<file path="config.mk">
export PLATFORM = sky130hd
export DESIGN_NAME = websocket_frame_parser_top
export DESIGN_NICKNAME = d
export VERILOG_FILES = /design/src/rtl/core/wsfp_pkg.sv /design/src/rtl/core/wsfp_deframer.sv /design/src/rtl/core/wsfp_out_reg.sv /design/src/rtl/core/websocket_frame_parser_top.sv
export SDC_FILE = /design/constraint.sdc
export NUM_CORES = 1
export LEC_CHECK = 0
export ABC_AREA = 0
export BUFFER_PORTS_ARGS = -buffer_cell sky130_fd_sc_hd__buf_2
export CORE_MARGIN = 3
export CORE_UTILIZATION = 38
export CTS_BUF_LIST = sky130_fd_sc_hd__clkbuf_2 sky130_fd_sc_hd__clkbuf_4 sky130_fd_sc_hd__clkbuf_8
export DETAILED_ROUTE_END_ITERATION = 6
export SLEW_MARGIN = 40
export SYNTH_ARGS = -nofsm -noshare
export SYNTH_HDL_FRONTEND = slang
export SYNTH_SLANG_ARGS = --single-unit
</file>
<file path="constraint.sdc">
create_clock -name clk_i -period 9.8 [get_ports clk_i]
set_clock_uncertainty 0.2 [all_clocks]
set_input_delay 0.98 -clock clk_i [delete_from_list [all_inputs] [get_ports clk_i]]
set_output_delay 0.98 -clock clk_i [all_outputs]
set_load 0.03 [all_outputs]
</file>
<file path="src/rtl/core/wsfp_pkg.sv">
// Types and constants shared by the WebSocket frame parser modules.
package wsfp_pkg;

  localparam int unsigned TDATA_W = 120;

  localparam logic [6:0] LEN_EXT16 = 7'd126;
  localparam logic [3:0] LEN_CNT16 = 4'd2;
  localparam logic [3:0] LEN_CNT64 = 4'd8;
  localparam logic [3:0] KEY_LEN   = 4'd4;

  localparam logic KIND_HEADER  = 1'b0;
  localparam logic KIND_PAYLOAD = 1'b1;

  typedef enum logic [2:0] {
    PH_B0  = 3'd0,
    PH_B1  = 3'd1,
    PH_LEN = 3'd2,
    PH_KEY = 3'd3,
    PH_PAY = 3'd4
  } phase_e;

  typedef struct packed {
    logic       fin;
    logic       rsv1;
    logic       rsv2;
    logic       rsv3;
    logic [3:0] opcode;
    logic       masked;
  } hdr_t;

  typedef struct packed {
    logic        kind;
    hdr_t        hdr;
    logic [63:0] pay_len;
    logic [31:0] mask_key;
    logic [7:0]  payload_byte;
    logic        last;
  } result_t;

endpackage

</file>
<file path="src/rtl/core/wsfp_deframer.sv">
// Frame header decode, key capture and payload unmasking state machine.
module wsfp_deframer (
  input  logic              clk_i,
  input  logic              rst_ni,
  input  logic              step_i,
  input  logic [7:0]        byte_i,
  output logic              emit_o,
  output wsfp_pkg::result_t result_o
);
  import wsfp_pkg::*;

  phase_e      phase_q, phase_d;
  hdr_t        hdr_q, hdr_d;
  logic [63:0] len_q, len_d;
  logic [3:0]  cnt_q, cnt_d;
  logic [31:0] key_q, key_d;
  logic [63:0] rem_q, rem_d;
  logic [1:0]  kidx_q, kidx_d;

  logic        after_len;
  logic        hdr_done;
  logic        last;
  logic        kind;
  logic [7:0]  pbyte;
  logic [1:0]  kpos;
  logic [7:0]  kbyte;

  assign kpos  = 2'(KEY_LEN - cnt_q);
  assign kbyte = 8'(key_q >> {kidx_q, 3'b000});

  always_comb begin
    phase_d   = phase_q;
    hdr_d     = hdr_q;
    len_d     = len_q;
    cnt_d     = cnt_q;
    key_d     = key_q;
    rem_d     = rem_q;
    kidx_d    = kidx_q;
    after_len = 1'b0;
    hdr_done  = 1'b0;
    emit_o    = 1'b0;
    last      = 1'b0;
    kind      = KIND_HEADER;
    pbyte     = 8'h00;
    case (phase_q)
      PH_B1: begin
        hdr_d.masked = byte_i[7];
        if (byte_i[6:0] < LEN_EXT16) begin
          len_d     = {57'd0, byte_i[6:0]};
          after_len = 1'b1;
        end else begin
          len_d   = '0;
          phase_d = PH_LEN;
          cnt_d   = (byte_i[6:0] == LEN_EXT16) ? LEN_CNT16 : LEN_CNT64;
        end
      end
      PH_LEN: begin
        len_d = {len_q[55:0], byte_i};
        cnt_d = cnt_q - 4'd1;
        if (cnt_d == 4'd0) after_len = 1'b1;
      end
      PH_KEY: begin
        key_d = key_q | ({24'd0, byte_i} << {kpos, 3'b000});
        cnt_d = cnt_q - 4'd1;
        if (cnt_d == 4'd0) hdr_done = 1'b1;
      end
      PH_PAY: begin
        pbyte  = hdr_q.masked ? (byte_i ^ kbyte) : byte_i;
        kidx_d = kidx_q + 2'd1;
        rem_d  = rem_q - 64'd1;
        last   = (rem_d == '0);
        kind   = KIND_PAYLOAD;
        emit_o = 1'b1;
        if (last) phase_d = PH_B0;
      end
      default: begin
        // first header byte; unused phase codes land here too
        hdr_d.fin    = byte_i[7];
        hdr_d.rsv1   = byte_i[6];
        hdr_d.rsv2   = byte_i[5];
        hdr_d.rsv3   = byte_i[4];
        hdr_d.opcode = byte_i[3:0];
        hdr_d.masked = 1'b0;
        len_d        = '0;
        cnt_d        = '0;
        key_d        = '0;
        rem_d        = '0;
        kidx_d       = '0;
        phase_d      = PH_B1;
      end
    endcase

    if (after_len) begin
      if (hdr_d.masked) begin
        phase_d = PH_KEY;
        cnt_d   = KEY_LEN;
      end else begin
        hdr_done = 1'b1;
      end
    end

    if (hdr_done) begin
      rem_d   = len_d;
      kidx_d  = '0;
      emit_o  = 1'b1;
      last    = (len_d == '0);
      phase_d = last ? PH_B0 : PH_PAY;
    end
  end

  assign result_o.kind         = kind;
  assign result_o.hdr          = hdr_d;
  assign result_o.pay_len      = len_d;
  assign result_o.mask_key     = key_d;
  assign result_o.payload_byte = pbyte;
  assign result_o.last         = last;

  always_ff @(posedge clk_i or negedge rst_ni) begin
    if (!rst_ni) begin
      phase_q <= PH_B0;
      hdr_q   <= '0;
      len_q   <= '0;
      cnt_q   <= '0;
      key_q   <= '0;
      rem_q   <= '0;
      kidx_q  <= '0;
    end else if (step_i) begin
      phase_q <= phase_d;
      hdr_q   <= hdr_d;
      len_q   <= len_d;
      cnt_q   <= cnt_d;
      key_q   <= key_d;
      rem_q   <= rem_d;
      kidx_q  <= kidx_d;
    end
  end

  a_pay_rem: assert property (@(posedge clk_i) disable iff (!rst_ni)
    (phase_q == PH_PAY) |-> (rem_q != '0))
    else $error("payload phase with no bytes remaining");

  a_field_cnt: assert property (@(posedge clk_i) disable iff (!rst_ni)
    (phase_q == PH_LEN || phase_q == PH_KEY) |-> (cnt_q != 4'd0))
    else $error("length or key field with zero byte count");

  a_last_b0: assert property (@(posedge clk_i) disable iff (!rst_ni)
    (step_i && emit_o && result_o.last) |=> (phase_q == PH_B0))
    else $error("frame end did not return to first header byte");

  a_kidx_step: assert property (@(posedge clk_i) disable iff (!rst_ni)
    (step_i && phase_q == PH_PAY) |=> (kidx_q == $past(kidx_q) + 2'd1))
    else $error("key index did not advance on payload byte");

endmodule

</file>
<file path="src/rtl/core/wsfp_out_reg.sv">
// Result register and stream output packing.
module wsfp_out_reg (
  input  logic                          clk_i,
  input  logic                          rst_ni,
  input  logic                          load_i,
  input  logic                          emit_i,
  input  wsfp_pkg::result_t             result_i,
  output logic                          free_o,
  output logic                          m_axis_tvalid_o,
  input  logic                          m_axis_tready_i,
  // fin, rsv1, rsv2, rsv3, opcode[3:0], masked, pay_len[63:0],
  // mask_key[31:0], payload_byte[7:0], zero fill
  output logic [wsfp_pkg::TDATA_W-1:0]  m_axis_tdata_o,
  // kind
  output logic [0:0]                    m_axis_tuser_o,
  output logic                          m_axis_tlast_o
);
  import wsfp_pkg::*;

  logic    valid_q, valid_d;
  result_t res_q;

  assign free_o  = !valid_q || m_axis_tready_i;
  assign valid_d = load_i ? emit_i : (valid_q && !m_axis_tready_i);

  always_ff @(posedge clk_i or negedge rst_ni) begin
    if (!rst_ni) begin
      valid_q <= 1'b0;
    end else begin
      valid_q <= valid_d;
    end
  end

  always_ff @(posedge clk_i) begin
    if (load_i && emit_i) begin
      res_q <= result_i;
    end
  end

  assign m_axis_tvalid_o = valid_q;
  assign m_axis_tdata_o  = {7'd0, res_q.payload_byte, res_q.mask_key,
                            res_q.pay_len, res_q.hdr.masked,
                            res_q.hdr.opcode, res_q.hdr.rsv3, res_q.hdr.rsv2,
                            res_q.hdr.rsv1, res_q.hdr.fin};
  assign m_axis_tuser_o  = res_q.kind;
  assign m_axis_tlast_o  = res_q.last;

endmodule

</file>
<file path="src/rtl/core/websocket_frame_parser_top.sv">
// WebSocket frame parser: input byte register, deframer and result register.
// Each byte is registered in the input byte register, and its result in the result register.
// Throughput: one byte per cycle; the input register and result register
// advance together whenever the result register is empty or being drained.
// Header and length/key bytes give no result except the byte that completes
// the header, which gives the header result; each payload byte gives one.
// Reset (rst_ni low, asynchronous) empties both registers and returns the
// parser to awaiting the first header byte.
module websocket_frame_parser_top (
  input  logic                         clk_i,
  input  logic                         rst_ni,
  input  logic                         s_axis_tvalid_i,
  output logic                         s_axis_tready_o,
  // data_byte
  input  logic [7:0]                   s_axis_tdata_i,
  output logic                         m_axis_tvalid_o,
  input  logic                         m_axis_tready_i,
  // fin, rsv1, rsv2, rsv3, opcode[3:0], masked, pay_len[63:0],
  // mask_key[31:0], payload_byte[7:0], zero fill
  output logic [wsfp_pkg::TDATA_W-1:0] m_axis_tdata_o,
  // kind
  output logic [0:0]                   m_axis_tuser_o,
  output logic                         m_axis_tlast_o
);
  import wsfp_pkg::*;

  logic    in_valid_q, in_valid_d;
  logic [7:0] in_byte_q;
  logic    out_free;
  logic    advance;
  logic    s_xfer;
  logic    emit;
  result_t result;

  assign advance         = in_valid_q && out_free;
  assign s_axis_tready_o = !in_valid_q || out_free;
  assign s_xfer          = s_axis_tvalid_i && s_axis_tready_o;
  assign in_valid_d      = s_xfer ? 1'b1 : (in_valid_q && !advance);

  always_ff @(posedge clk_i or negedge rst_ni) begin
    if (!rst_ni) begin
      in_valid_q <= 1'b0;
    end else begin
      in_valid_q <= in_valid_d;
    end
  end

  always_ff @(posedge clk_i) begin
    if (s_xfer) begin
      in_byte_q <= s_axis_tdata_i;
    end
  end

  wsfp_deframer u_deframer (
    .clk_i    (clk_i),
    .rst_ni   (rst_ni),
    .step_i   (advance),
    .byte_i   (in_byte_q),
    .emit_o   (emit),
    .result_o (result)
  );

  wsfp_out_reg u_out_reg (
    .clk_i           (clk_i),
    .rst_ni          (rst_ni),
    .load_i          (advance),
    .emit_i          (emit),
    .result_i        (result),
    .free_o          (out_free),
    .m_axis_tvalid_o (m_axis_tvalid_o),
    .m_axis_tready_i (m_axis_tready_i),
    .m_axis_tdata_o  (m_axis_tdata_o),
    .m_axis_tuser_o  (m_axis_tuser_o),
    .m_axis_tlast_o  (m_axis_tlast_o)
  );

endmodule

</file>
==> impl_metrics.env <==
export IMPL_synth_edf_count=123
export IMPL_yosysSeqAreaShare_pct=55.6
export IMPL_clk_latency_ps=660
export IMPL_io_pins=136
export IMPL_dr_wl_met3_um=3050
export IMPL_cp_top_family="simple AND/OR/NAND/NOR gates"
export IMPL_diodes=0
export IMPL_fin_crit_sh_pct=44.2
export IMPL_power_w=0.00606
export IMPL_slowest_stage="nor3b_2"
export IMPL_dieArea_um2=41200
export IMPL_grt_start_max_net_pins=98
export IMPL_finalHoldViolCount=0
export IMPL_drv_cap=0
export IMPL_ir_drop_v=0.000203
export IMPL_cp_arrival_ps=4610
export IMPL_start_util_pct=38.9
export IMPL_tns_ps=0
export IMPL_layout_common_cells="236 x nand2_1, 180 x dfrtp_1, 144 x o21ai_0, 127 x buf_2, 123 x edfxtp_1"
export IMPL_critPathMaxFanout=12
export IMPL_clk_pin_slew_ps=70
export IMPL_die_x_um=203
export IMPL_critical_path_class="register to register"
export IMPL_cts_setup_buffers=0
export IMPL_mostFrequentLayoutCell="nand2_1"
export IMPL_setup_viol=0
export IMPL_drc=0
export IMPL_worst_slew_pin_slew_ps=885
export IMPL_wl_um=45200
export IMPL_hp_class="primary input to asynchronous set/reset pin"
export IMPL_cp_end_kind="register"
export IMPL_drive_gt1_share_pct=17.5
export IMPL_ys_seq_elements=303
export IMPL_final_area_um2=17100
export IMPL_place_port_buffers=128
export IMPL_cts_num_sinks=303
export IMPL_clkPwrFrac_pct=21.3
export IMPL_p_seq_share_pct=32.7
export IMPL_synth_cell_types=70
export IMPL_p_per_area_nw_per_um2=355
export IMPL_synth_main_ff_cell="dfrtp_1"
export IMPL_start_kind="register"
export IMPL_p_sw_share_pct=46.3
export IMPL_place_area_um2=15900
export IMPL_critical_path_buf_inv_count=1
export IMPL_grt_pass1_wl_um=70200
export IMPL_async_flop_share_pct=59.4
export IMPL_pre_cts_ws_ps=5520
export IMPL_syn_to_final_growth_pct=15.6
export IMPL_combPwrFrac_pct=46.1
export IMPL_dp_hpwl_um=30600
export IMPL_antenna_found_initial=1
export IMPL_cts_max_level=2
export IMPL_p_sw_w=0.00281
export IMPL_synth_area_um2=14800
export IMPL_core_area_um2=37900
export IMPL_required_ps=10080
export IMPL_viasPerCell=5.64
export IMPL_fillers=3634
export IMPL_finalCriticalPeriod_ps=4330
export IMPL_ctsResizeCount=0
export IMPL_path_cells="inv_1 -> ha_1 -> nor3b_2 -> nand3_1 -> nor3_1 -> xor2_1 -> nor4_2 -> nand4b_1 -> or4_1 -> or3b_1 -> o32ai_2"
export IMPL_numCtsBuffers=53
export IMPL_leakage_nw=7.55
export IMPL_rsz0062_at_grt="no"
export IMPL_wl_met1_um=18900
export IMPL_cts_tree="yes"
export IMPL_max_freq_mhz=231
export IMPL_root_buffer="clkbuf_8"
export IMPL_die_height_um=203
export IMPL_grt_pass1_vias=11626
export IMPL_yosysWarnings=0
export IMPL_whs_ps=57.1
export IMPL_placementRows=71
export IMPL_topRoutingLayerUsed="met4"
export IMPL_syn_avg_cell_area_um2=9.88
export IMPL_finalMaxSlewViolations=0
export IMPL_cts_hold_buf=0
export IMPL_overflow=0
export IMPL_power_internal_w=0.00325
export IMPL_ant_nets=0
export IMPL_clockBufferDepth=3
export IMPL_via_count=12118
export IMPL_drt_iter0_drc=1475
export IMPL_fin_ws_ps=5470
export IMPL_wire_per_inst_um=21.0
export IMPL_relSlewSlack_pct=41.0
export IMPL_drtPass1Iterations=6
export IMPL_status="completed"
export IMPL_track_usage_pct=21.8
export IMPL_final_nets=1609
export IMPL_route_met2_wl_um=21100
export IMPL_routabilityCongestion=0.939
export IMPL_syn_inst=1494
export IMPL_slowest_delay_ps=670
## flip-flops by register name (all words and copies together) (netlist names), 2 cells and up
name and count:
u_deframer.cnt_q 4, in_byte_q 8, u_deframer.rem_q 64, u_deframer.hdr_q 9, u_deframer.phase_q 3, u_out_reg.m_axis_tdata_o 113
u_deframer.kidx_q 2, u_deframer.key_q 32, u_deframer.len_q 64
## cells by family (layout without fill, tap and decap cells)
kind of cell               Yosys count  in the layout  share of synthesized area [%]
muxes                               18             18                           1.98
and+or+nand+nor                    535            535                           17.3
DFF                                303            303                           55.6
adders and majority gates            4              4                          0.339
buffers and inverters              191            328                           5.08
other                                1              7                         0.0254
AOI/OAI and AO/OA                  400            400                           17.2
xor gates and xnor gates            42             42                           2.49
## per-stage QoR
stage | utilization [%] | instances
global placement | 41.7 | 2048
global route | 45.0 | 2148
CTS | 44.9 | 2148
floorplan | - | 1500
detailed placement | 41.8 | 2049
finish | 45.0 | 2148
## synth_stat cells, types with 4 or more instances
library cell,number,share of area (%)
o221ai_1,8,0.47
and4_1,5,0.30
xor2_1,21,1.2
inv_1,82,2.1
nand2b_1,7,0.30
dfrtp_1,180,31
o32a_1,10,0.68
nor3_1,30,1.0
nor4_1,27,1.1
o31ai_1,4,0.20
o32ai_1,8,0.47
nand4b_1,4,0.24
edfxtp_1,123,25
xnor2_1,21,1.2
a32oi_1,4,0.24
or3_1,10,0.42
clkbuf_1,80,2.0
a21o_1,4,0.20
buf_1,16,0.41
nor4b_1,4,0.24
nand3b_1,4,0.20
o22ai_1,27,1.1
mux2_2,9,0.69
nand2_1,238,6.1
nand4_1,21,0.89
a22oi_1,73,3.7
or2_2,5,0.21
mux4_2,8,1.2
nand3_1,28,0.95
o21ai_0,144,4.9
ha_1,4,0.34
nor2_1,111,2.8
and3_1,9,0.38
or4_1,9,0.46
a22o_1,27,1.6
buf_4,7,0.36
o21a_1,8,0.41
a21oi_1,66,2.2
## power by group through the flow
stage | combinational [W] | clock, W | sequential, W
floorplan | 0.00177 | 0 | 0.00216
global route | 0.00302 | 0.00138 | 0.00202
CTS | 0.00276 | 0.00133 | 0.00197
global placement | 0.00272 | 0 | 0.00199
detailed placement | 0.00274 | 0 | 0.00199
finish | 0.00279 | 0.00129 | 0.00198
## area by class of cell
| class | instances | area (um2) | share of cell area [%] |
|---|---|---|---|
| Inverter | 83 | 312 | 1.83 |
| Tap cell | 511 | 639 | 3.75 |
| Clock inverter | 31 | 312 | 1.83 |
| Sequential cell | 303 | 8200 | 48.1 |
| Multi-Input combinational cell | 1006 | 5920 | 34.7 |
| Clock buffer | 68 | 867 | 5.08 |
| Timing Repair Buffer | 146 | 805 | 4.72 |
## final timing paths
| check | start | endpoint | slack (ps) | cells after the start |
|---|---|---|---|---|
| hold reg to reg | u_deframer.hdr_q[4]$_DFFE_PN0P_ | u_deframer.hdr_q[4]$_DFFE_PN0P_ | 280 | 2 |
| min in group clk_i | u_deframer.hdr_q[4]$_DFFE_PN0P_ | u_deframer.hdr_q[4]$_DFFE_PN0P_ | 280 | 2 |
| max in group asynchronous | rst_ni | u_deframer.rem_q[60]$_DFFE_PN0P_ | 8280 | 2 |
| hold / removal | rst_ni | u_deframer.len_q[29]$_DFFE_PN0P_ | 60 | 1 |
| setup reg to reg | u_deframer.rem_q[0]$_DFFE_PN0P_ | u_out_reg.m_axis_tlast_o$_DFFE_PP_ | 5470 | 11 |
| setup / recovery | u_deframer.rem_q[0]$_DFFE_PN0P_ | u_out_reg.m_axis_tlast_o$_DFFE_PP_ | 5470 | 11 |
## routing by layer
layer / up-vias / global-route usage (%)
li1: 5603 / -
met1: 5893 / 29.4
met2: 519 / 34.1
met3: 103 / 3.59
met4: 0 / 11.0
met5: - / 0
Power figures use the tool's default switching activity.
